<file path="src/rtl/mbe_pkg.sv">
package mbe_pkg;

	// Plane values: signed Q3.28 held in 32 bits
	localparam int FRAC_BITS = 28;
	localparam int W         = FRAC_BITS + 4;
	localparam int OPD_W     = W + 1;          // multiplier operand width
	localparam int PROD_W    = 2 * OPD_W;      // full product width

	// Field and register widths
	localparam int PIX_W   = 12;
	localparam int CTR_W   = 13;
	localparam int D_W     = CTR_W + 1;        // 2*pixel - center, signed
	localparam int STEP_W  = 31;
	localparam int LIM_W   = 16;
	localparam int CNT_OUT = 16;

	// Register map (word index = paddr[4:2])
	localparam logic [2:0] REG_PIXEL_STEP = 3'd0;
	localparam logic [2:0] REG_CENTER_X   = 3'd1;
	localparam logic [2:0] REG_CENTER_Y   = 3'd2;
	localparam logic [2:0] REG_OFFSET_RE  = 3'd3;
	localparam logic [2:0] REG_OFFSET_IM  = 3'd4;
	localparam logic [2:0] REG_MAX_ITER   = 3'd5;

	localparam logic [STEP_W-1:0] RST_PIXEL_STEP = 31'd1879048;
	localparam logic [CTR_W-1:0]  RST_CENTER     = 13'd4096;
	localparam logic [LIM_W-1:0]  RST_MAX_ITER   = 16'd100;

	// Escape bound 4.0 on the unsigned sum of two squares
	localparam logic [W:0] ESC_BOUND = (W + 1)'(4) << FRAC_BITS;

	localparam logic signed [W-1:0] POS_MAX = {1'b0, {(W-1){1'b1}}};
	localparam logic signed [W-1:0] NEG_MIN = {1'b1, {(W-1){1'b0}}};

	// Sequencer states
	typedef enum logic [8:0] {
		ST_IDLE = 9'b0_0000_0001,
		ST_MAPX = 9'b0_0000_0010,
		ST_MAPY = 9'b0_0000_0100,
		ST_MAPI = 9'b0_0000_1000,
		ST_SQR  = 9'b0_0001_0000,
		ST_SQI  = 9'b0_0010_0000,
		ST_CRS  = 9'b0_0100_0000,
		ST_FIN  = 9'b0_1000_0000,
		ST_UPD  = 9'b1_0000_0000
	} mbe_state_t;

	// Clamp a product-width value to W bits
	function automatic logic signed [W-1:0] sat_prod(input logic signed [PROD_W-1:0] v);
		logic [PROD_W-W:0] hi;
		hi = v[PROD_W-1:W-1];
		if (hi == '0 || hi == '1)
			return v[W-1:0];
		else if (v[PROD_W-1])
			return NEG_MIN;
		else
			return POS_MAX;
	endfunction

	// Floor shift right, then clamp
	function automatic logic signed [W-1:0] shift_sat(input logic signed [PROD_W-1:0] v,
		input int sh);
		logic signed [PROD_W-1:0] s;
		s = v >>> sh;
		return sat_prod(s);
	endfunction

	// Clamp a W+1 bit sum to W bits
	function automatic logic signed [W-1:0] sat_sum(input logic signed [W:0] v);
		if (v[W] == v[W-1])
			return v[W-1:0];
		else if (v[W])
			return NEG_MIN;
		else
			return POS_MAX;
	endfunction

	function automatic logic signed [W-1:0] sat_add(input logic signed [W-1:0] a,
		input logic signed [W-1:0] b);
		logic signed [W:0] s;
		s = {a[W-1], a} + {b[W-1], b};
		return sat_sum(s);
	endfunction

	function automatic logic signed [W-1:0] sat_sub(input logic signed [W-1:0] a,
		input logic signed [W-1:0] b);
		logic signed [W:0] s;
		s = {a[W-1], a} - {b[W-1], b};
		return sat_sum(s);
	endfunction

endpackage

</file>
<file path="src/rtl/mandelbrot_escape_time_core.sv">
// After an input word is accepted, the sequencer maps the pixel to c (MAPX, MAPY, MAPI) and then
// iterates until the count reaches max_iter or the point escapes; it waits in FIN for a free output
// register. One pixel is in flight at a time, and each iteration takes four steps on a single 33x33
// multiplier (re^2, im^2, re*im, then the z update).
// Input is taken only while idle; a finished result waits in the output register.
// Reset (arst_n low, async): sequencer idle, output empty, registers to defaults.
module mandelbrot_escape_time_core #(
	parameter int COORD_BITS = 12,
	parameter int ITER_BITS  = 16
) (
	input  logic        clk,
	input  logic        arst_n,
	// input stream
	input  logic        s_axis_tvalid,
	output logic        s_axis_tready,
	input  logic [23:0] s_axis_tdata,   // [11:0] pixel_x, [23:12] pixel_y
	// output stream
	output logic        m_axis_tvalid,
	input  logic        m_axis_tready,
	output logic [15:0] m_axis_tdata,   // [15:0] iter_count
	output logic        m_axis_tuser,   // [0] inside_set
	// configuration
	input  logic        psel,
	input  logic        penable,
	input  logic        pwrite,
	input  logic [4:0]  paddr,
	input  logic [31:0] pwdata,
	output logic [31:0] prdata,
	output logic        pready
);
	import mbe_pkg::*;

	localparam logic [PIX_W-1:0] PIX_MASK = (COORD_BITS >= PIX_W) ? {PIX_W{1'b1}} :
		PIX_W'((1 << COORD_BITS) - 1);

	// configuration registers
	logic [STEP_W-1:0]      pixel_step_q;
	logic [CTR_W-1:0]       center_x_q;
	logic [CTR_W-1:0]       center_y_q;
	logic signed [W-1:0]    offset_re_q;
	logic signed [W-1:0]    offset_im_q;
	logic [LIM_W-1:0]       max_iter_q;

	// datapath
	mbe_state_t             state_q;
	logic [PIX_W-1:0]       px_q;
	logic [PIX_W-1:0]       py_q;
	logic signed [W-1:0]    cre_q;
	logic signed [W-1:0]    cim_q;
	logic signed [W-1:0]    zr_q;
	logic signed [W-1:0]    zi_q;
	logic signed [W-1:0]    sr_q;
	logic signed [W-1:0]    si_q;
	logic signed [PROD_W-1:0] prod_q;
	logic [ITER_BITS-1:0]   count_q;

	logic                   out_valid_q;
	logic [ITER_BITS-1:0]   out_count_q;
	logic                   out_inside_q;

	logic                   cfg_wr;
	logic                   in_acc;
	logic                   out_free;
	logic [ITER_BITS-1:0]   limit;
	logic [ITER_BITS-1:0]   cnt_nx;
	logic signed [D_W-1:0]  dx;
	logic signed [D_W-1:0]  dy;
	logic signed [OPD_W-1:0] mul_a;
	logic signed [OPD_W-1:0] mul_b;
	logic signed [W-1:0]    si_now;
	logic [W:0]             mag;
	logic                   escaped;

	assign pready   = 1'b1;
	assign cfg_wr   = psel & penable & pwrite & pready;
	assign in_acc   = s_axis_tvalid & s_axis_tready;
	assign out_free = ~out_valid_q | m_axis_tready;
	assign limit    = max_iter_q[ITER_BITS-1:0];
	assign cnt_nx   = count_q + 1'b1;

	assign s_axis_tready = (state_q == ST_IDLE);
	assign m_axis_tvalid = out_valid_q;
	assign m_axis_tdata  = CNT_OUT'(out_count_q);
	assign m_axis_tuser  = out_inside_q;

	// register file write
	always_ff @(posedge clk or negedge arst_n) begin
		if (!arst_n) begin
			pixel_step_q <= RST_PIXEL_STEP;
			center_x_q   <= RST_CENTER;
			center_y_q   <= RST_CENTER;
			offset_re_q  <= '0;
			offset_im_q  <= '0;
			max_iter_q   <= RST_MAX_ITER;
		end else if (cfg_wr) begin
			case (paddr[4:2])
				REG_PIXEL_STEP: pixel_step_q <= pwdata[STEP_W-1:0];
				REG_CENTER_X:   center_x_q   <= pwdata[CTR_W-1:0];
				REG_CENTER_Y:   center_y_q   <= pwdata[CTR_W-1:0];
				REG_OFFSET_RE:  offset_re_q  <= pwdata[W-1:0];
				REG_OFFSET_IM:  offset_im_q  <= pwdata[W-1:0];
				REG_MAX_ITER:   max_iter_q   <= pwdata[LIM_W-1:0];
				default: ;
			endcase
		end
	end

	// register file read
	always_comb begin
		case (paddr[4:2])
			REG_PIXEL_STEP: prdata = 32'(pixel_step_q);
			REG_CENTER_X:   prdata = 32'(center_x_q);
			REG_CENTER_Y:   prdata = 32'(center_y_q);
			REG_OFFSET_RE:  prdata = 32'(offset_re_q);
			REG_OFFSET_IM:  prdata = 32'(offset_im_q);
			REG_MAX_ITER:   prdata = 32'(max_iter_q);
			default:        prdata = '0;
		endcase
	end

	// pixel offsets from center, in half pixels
	assign dx = $signed({1'b0, px_q, 1'b0}) - $signed({1'b0, center_x_q});
	assign dy = $signed({1'b0, py_q, 1'b0}) - $signed({1'b0, center_y_q});

	// shared multiplier operand select
	always_comb begin
		case (state_q)
			ST_MAPX: begin
				mul_a = $signed({2'b00, pixel_step_q});
				mul_b = OPD_W'(dx);
			end
			ST_MAPY: begin
				mul_a = $signed({2'b00, pixel_step_q});
				mul_b = OPD_W'(dy);
			end
			ST_SQR: begin
				mul_a = OPD_W'(zr_q);
				mul_b = OPD_W'(zr_q);
			end
			ST_SQI: begin
				mul_a = OPD_W'(zi_q);
				mul_b = OPD_W'(zi_q);
			end
			ST_CRS: begin
				mul_a = OPD_W'(zr_q);
				mul_b = OPD_W'(zi_q);
			end
			default: begin
				mul_a = '0;
				mul_b = '0;
			end
		endcase
	end

	// escape test on the squares
	assign si_now  = shift_sat(prod_q, FRAC_BITS);
	assign mag     = {1'b0, sr_q} + {1'b0, si_now};
	assign escaped = (mag >= ESC_BOUND);

	// multiplier product register
	always_ff @(posedge clk) begin
		prod_q <= mul_a * mul_b;
	end

	// sequencer and iteration state
	always_ff @(posedge clk or negedge arst_n) begin
		if (!arst_n) begin
			state_q <= ST_IDLE;
			count_q <= '0;
		end else begin
			case (state_q)
				ST_IDLE: begin
					if (in_acc)
						state_q <= ST_MAPX;
				end
				ST_MAPX: state_q <= ST_MAPY;
				ST_MAPY: state_q <= ST_MAPI;
				ST_MAPI: begin
					count_q <= '0;
					state_q <= ST_SQR;
				end
				ST_SQR: state_q <= ST_SQI;
				ST_SQI: state_q <= ST_CRS;
				ST_CRS: begin
					if (escaped) begin
						state_q <= ST_FIN;
					end else begin
						count_q <= cnt_nx;
						if (cnt_nx >= limit)
							state_q <= ST_FIN;
						else
							state_q <= ST_UPD;
					end
				end
				ST_UPD: state_q <= ST_SQR;
				ST_FIN: begin
					if (out_free)
						state_q <= ST_IDLE;
				end
				default: state_q <= ST_IDLE;
			endcase
		end
	end

	// datapath registers
	always_ff @(posedge clk) begin
		case (state_q)
			ST_IDLE: begin
				px_q <= s_axis_tdata[PIX_W-1:0] & PIX_MASK;
				py_q <= s_axis_tdata[2*PIX_W-1:PIX_W] & PIX_MASK;
			end
			ST_MAPY: cre_q <= sat_sub(shift_sat(prod_q, 1), offset_re_q);
			ST_MAPI: begin
				cim_q <= sat_sub(shift_sat(prod_q, 1), offset_im_q);
				zr_q  <= '0;
				zi_q  <= '0;
			end
			ST_SQI: sr_q <= shift_sat(prod_q, FRAC_BITS);
			ST_CRS: si_q <= si_now;
			// z = z*z + c; the product register holds re*im here
			ST_UPD: begin
				zr_q <= sat_add(sat_sub(sr_q, si_q), cre_q);
				zi_q <= sat_add(shift_sat(prod_q, FRAC_BITS - 1), cim_q);
			end
			default: ;
		endcase
	end

	// output register
	always_ff @(posedge clk or negedge arst_n) begin
		if (!arst_n) begin
			out_valid_q <= 1'b0;
		end else if (state_q == ST_FIN && out_free) begin
			out_valid_q <= 1'b1;
		end else if (m_axis_tready) begin
			out_valid_q <= 1'b0;
		end
	end

	always_ff @(posedge clk) begin
		if (state_q == ST_FIN && out_free) begin
			out_count_q  <= count_q;
			out_inside_q <= (count_q == limit);
		end
	end

endmodule

</file>
<file path="config.mk">
export PLATFORM = sky130hd
export DESIGN_NAME = mandelbrot_escape_time_core
export DESIGN_NICKNAME = d
export VERILOG_FILES = /design/src/rtl/mbe_pkg.sv /design/src/rtl/mandelbrot_escape_time_core.sv
export SDC_FILE = /design/constraint.sdc
export NUM_CORES = 2
export LEC_CHECK = 0
export BUFFER_PORTS_ARGS = -buffer_cell sky130_fd_sc_hd__buf_2
export CORE_UTILIZATION = 35
export CTS_BUF_LIST = sky130_fd_sc_hd__clkbuf_4
export DETAILED_ROUTE_END_ITERATION = 8
export SYNTH_ARGS = -nofsm -noshare
export SYNTH_HDL_FRONTEND = slang
export SYNTH_SLANG_ARGS = --single-unit
export TNS_END_PERCENT = 100
</file>
<file path="constraint.sdc">
create_clock -name clk -period 11.5 [get_ports clk]
set_clock_uncertainty 0.15 [all_clocks]
set_input_delay 2.3 -clock clk [delete_from_list [all_inputs] [get_ports clk]]
set_output_delay 2.3 -clock clk [all_outputs]
set_load 0.01 [all_outputs]
</file>
==> impl_metrics.csv <==
group,metric,value,unit
status,outcome,"finished clean",
drt,drt_wl_total,227000,um
logic_synthesis,ys_seq_area_share,18.5,%
logic_synthesis,synth_warnings,0,
floorplanning,rows,160,
logic_synthesis,ys_ff_latch,461,
timing,whs,0.419,ns
pwr,finalPower,13.6,mW
timing,final_max_slew_viol_count,0,
place,port_buffers,116,
final_layout,drive_gt1_share,8.48,%
pwr,pwr_density_cell,187,mW/mm^2
critical_path,max_stage_delay,0.67,ns
final_layout,fin_area,0.0724,mm^2
clock_tree,post_cts_buffers,0,
grt,grt_use_total,23.7,%
timing,min_period,11.22,ns
clock_tree,hold_buffers,0,
final_layout,final_cells,10000,
floorplanning,ioPinCount,120,
critical_path,criticalPathCategory,"reg -> reg",
pwr,irDropWorstVdd,209,uV
critical_path,rr_startpoint,"state_q[3]",
final_layout,final_nets,9060,
place,post_dp_cell_area,0.0708,mm^2
grt,grt_max_degree,102,
logic_synthesis,synth_area_per_cell,9.12,um^2
critical_path,worst-r2r-cell-count,31,
critical_path,arrival,11.90,ns
floorplanning,die_area,0.193,mm^2
floorplanning,die_w,439,um
critical_path,path_buf_inv,5,
timing,rsz0062_at_grt,"yes",
place,place.gp.congestion,0.978,
critical_path,crit_family,"adder cells",
grt,grt_pass1_wl,345000,um
grt,grt_pass1_vias,54200,
grt,antenna_found_initial,12,
clock_tree,cts_sinks,461,
clock_tree,cts_root_buf,"clkbuf_4",
logic_synthesis,synth_enable_flop_cells,233,
critical_path,r2r-end,"prod_q[51]",
drt,route.detailed.drc,0,
drt,vias_per_cell,5.27,
logic_synthesis,ys.flop_type,"edfxtp_1",
logic_synthesis,synth_area,0.0669,mm^2
min_path,min_to,"limit[2]",
floorplanning,start_util,35.2,%
floorplanning,coreArea,0.190,mm^2
drt,antenna_left,0,
drt,num_vias,52900,
clock_tree,cts.htree.levels,3,
timing,setup_tns,0,ns
logic_synthesis,synthAdderAreaFrac,42.4,%
place,pre_cts_slack,0.500,ns
place,dpl.cell_count,9803,
critical_path,cp_data_required_time,12.19,ns
logic_synthesis,async_reset_ff_share,35.4,%
critical_path,crit_fanout,26,
timing,worstMarginPinSlew,1.26,ns
final_layout,utilization,38.1,%
critical_path,crit_cells,31,
timing,final-hold-violation-count,0,
timing,relSlewSlack,15.9,%
clock_tree,cts_buffer_depth,3,
grt,overflow,0,
floorplanning,chipHeight,439,um
min_path,min_path_cells,2,
drt,dr.pass1.iters,6,
logic_synthesis,synth_mux_area_share,1.08,%
logic_synthesis,synth_top_family_by_area,"adder cells",
clock_tree,insertion_delay,1.04,ns
critical_path,cp-end-kind,"register",
pwr,leakage,34.7,nW
critical_path,cp_common_cell,"fa_1",
clock_tree,clkTransAtPathRegs,0.07,ns
timing,min_period_over_period,97.5,%
timing,fin_ws,0.285,ns
final_layout,area_growth,8.24,%
logic_synthesis,synth_nets,8986,
logic_synthesis,synth-simple-area-share,12.7,%
place,place_hpwl,190000,um
drt,wire_per_inst,22.6,um
clock_tree,cts_resized,0,
flow_run,drv_cap,0,
min_path,hold_class,"reg -> reg",
min_path,hold_start,"limit[2]",
clock_tree,cts_made_buffers,118,
logic_synthesis,yosysUniqueCellTypes,101,
logic_synthesis,syn_inst,7338,
timing,max_freq,89.2,MHz
critical_path,critPathSlowestCell,"o21ai_0",
timing,setup_viol,0,
clock_tree,cts_tree,"done",
critical_path,cp-start-kind,"register",
logic_synthesis,synth_compound_area_share,12.2,%
critical_path,rrSetupSlack,0.28,ns
drt,drt_iter0_drc,5026,
logic_synthesis,synthXorXnorAreaFrac,3.24,%
[kinds of logic after synthesis]
kind of cell,count (synthesis)
buf+inv,1730
xor+xnor,247
mux,65
other cells,1
flops,461
fa+ha+maj,1595
compound gates,1264
simple gates,1975
[layer usage]
| layer | GRT usage, % | share of wire (%) | up-vias | wire (um) |
|---|---|---|---|---|
| met5 | 0 | 0.015 | - | 34 |
| met4 | 8.26 | 3.7 | 6 | 8360 |
| met3 | 3.45 | 7.7 | 379 | 17400 |
| met2 | 37.1 | 45 | 2201 | 102000 |
| met1 | 33.5 | 44 | 26800 | 98800 |
| li1 | - | - | 23500 | - |
[report_power, final]
| group | total (mW) | switching (mW) | internal [mW] |
|---|---|---|---|
| sequential | 2.61 | 0.305 | 2.30 |
| clock | 1.51 | 0.762 | 0.750 |
| combinational | 9.46 | 6.10 | 3.37 |
| total | 13.6 | 7.16 | 6.42 |
[tightest hold or removal path: stages, from the launching register on]
cell     delay, ns
dfstp_2       0.40
inv_1         0.08
o21ai_0       0.09
[final cells by class]
class,instances,area (um^2)
clock buffer,174,1310
inverter,1379,5180
antenna,6,15.0
fill,19000,118000
timing repair buffer,305,2040
tap,2511,3140
multi-input combinational,5147,48100
sequential,461,12400
clock inverter,46,280
[registers in the layout, indices dropped and copies added (netlist names), 13 cells and up]
name          flops
center_x_q       13
center_y_q       13
cim_q            32
count_q          16
cre_q            32
limit            16
m_axis_tdata     16
offset_im_q      32
offset_re_q      32
pixel_step_q     31
prod_q           65
si_q             32
sr_q             32
zi_q             32
zr_q             32
[cells in the final DEF (no fill, tap or decap), drive strengths merged, types with 37 or more instances in the layout]
master,instances
nand2b,63
dfxtp,65
edfxtp,233
nor2,679
fa,1131
xnor2,152
nand2,844
dfrtp,149
mux2,37
nor2b,39
buf,305
o21ai,355
nand4,41
nand3,71
nor3,43
a22oi,78
inv,1383
ha,449
a21o,215
xor2,95
and2,57
clkinv,40
and3,60
a21oi,273
clkbuf,174
a31oi,40
[synthesized netlist by cell type (14+ instances only)]
library cell | instances | area [um^2]
a211o_1 | 14 | 123
a211oi_1 | 32 | 240
a21o_1 | 215 | 1610
a21oi_1 | 272 | 1360
a22oi_1 | 78 | 586
a31oi_1 | 38 | 238
and2_1 | 57 | 357
and3_1 | 60 | 375
buf_1 | 18 | 67.6
buf_2 | 62 | 310
clkbuf_1 | 266 | 998
dfrtp_1 | 149 | 3730
dfstp_2 | 14 | 368
dfxtp_1 | 65 | 1300
edfxtp_1 | 233 | 7000
fa_1 | 1131 | 22600
ha_1 | 449 | 5620
inv_1 | 1377 | 5170
maj3_1 | 15 | 150
mux2_2 | 37 | 417
mux2i_1 | 26 | 260
nand2_1 | 841 | 3160
nand2b_1 | 63 | 394
nand3_1 | 71 | 355
nand4_1 | 41 | 257
nor2_1 | 676 | 2540
nor2b_1 | 39 | 244
nor3_1 | 43 | 215
nor4_1 | 23 | 144
o211ai_1 | 21 | 158
o21a_1 | 36 | 270
o21ai_0 | 321 | 1610
o21ai_1 | 33 | 165
o21bai_1 | 36 | 270
o31ai_1 | 17 | 128
or2_2 | 21 | 131
xnor2_1 | 152 | 1330
xor2_1 | 94 | 823
[worst max path at each step]
stage | slack, ns | end | from
after global placement | 0.55 | prod_q[52] | px_q[0]
after detailed placement | 0.50 | prod_q[52] | px_q[0]
final | 0.28 | prod_q[51] | state_q[3]
after CTS | 0.32 | prod_q[52] | px_q[0]
after floorplan | 0.60 | prod_q[64] | state_q[1]
after global routing | 0.002 | prod_q[51] | state_q[3]
(Power assumes the default switching activity.)
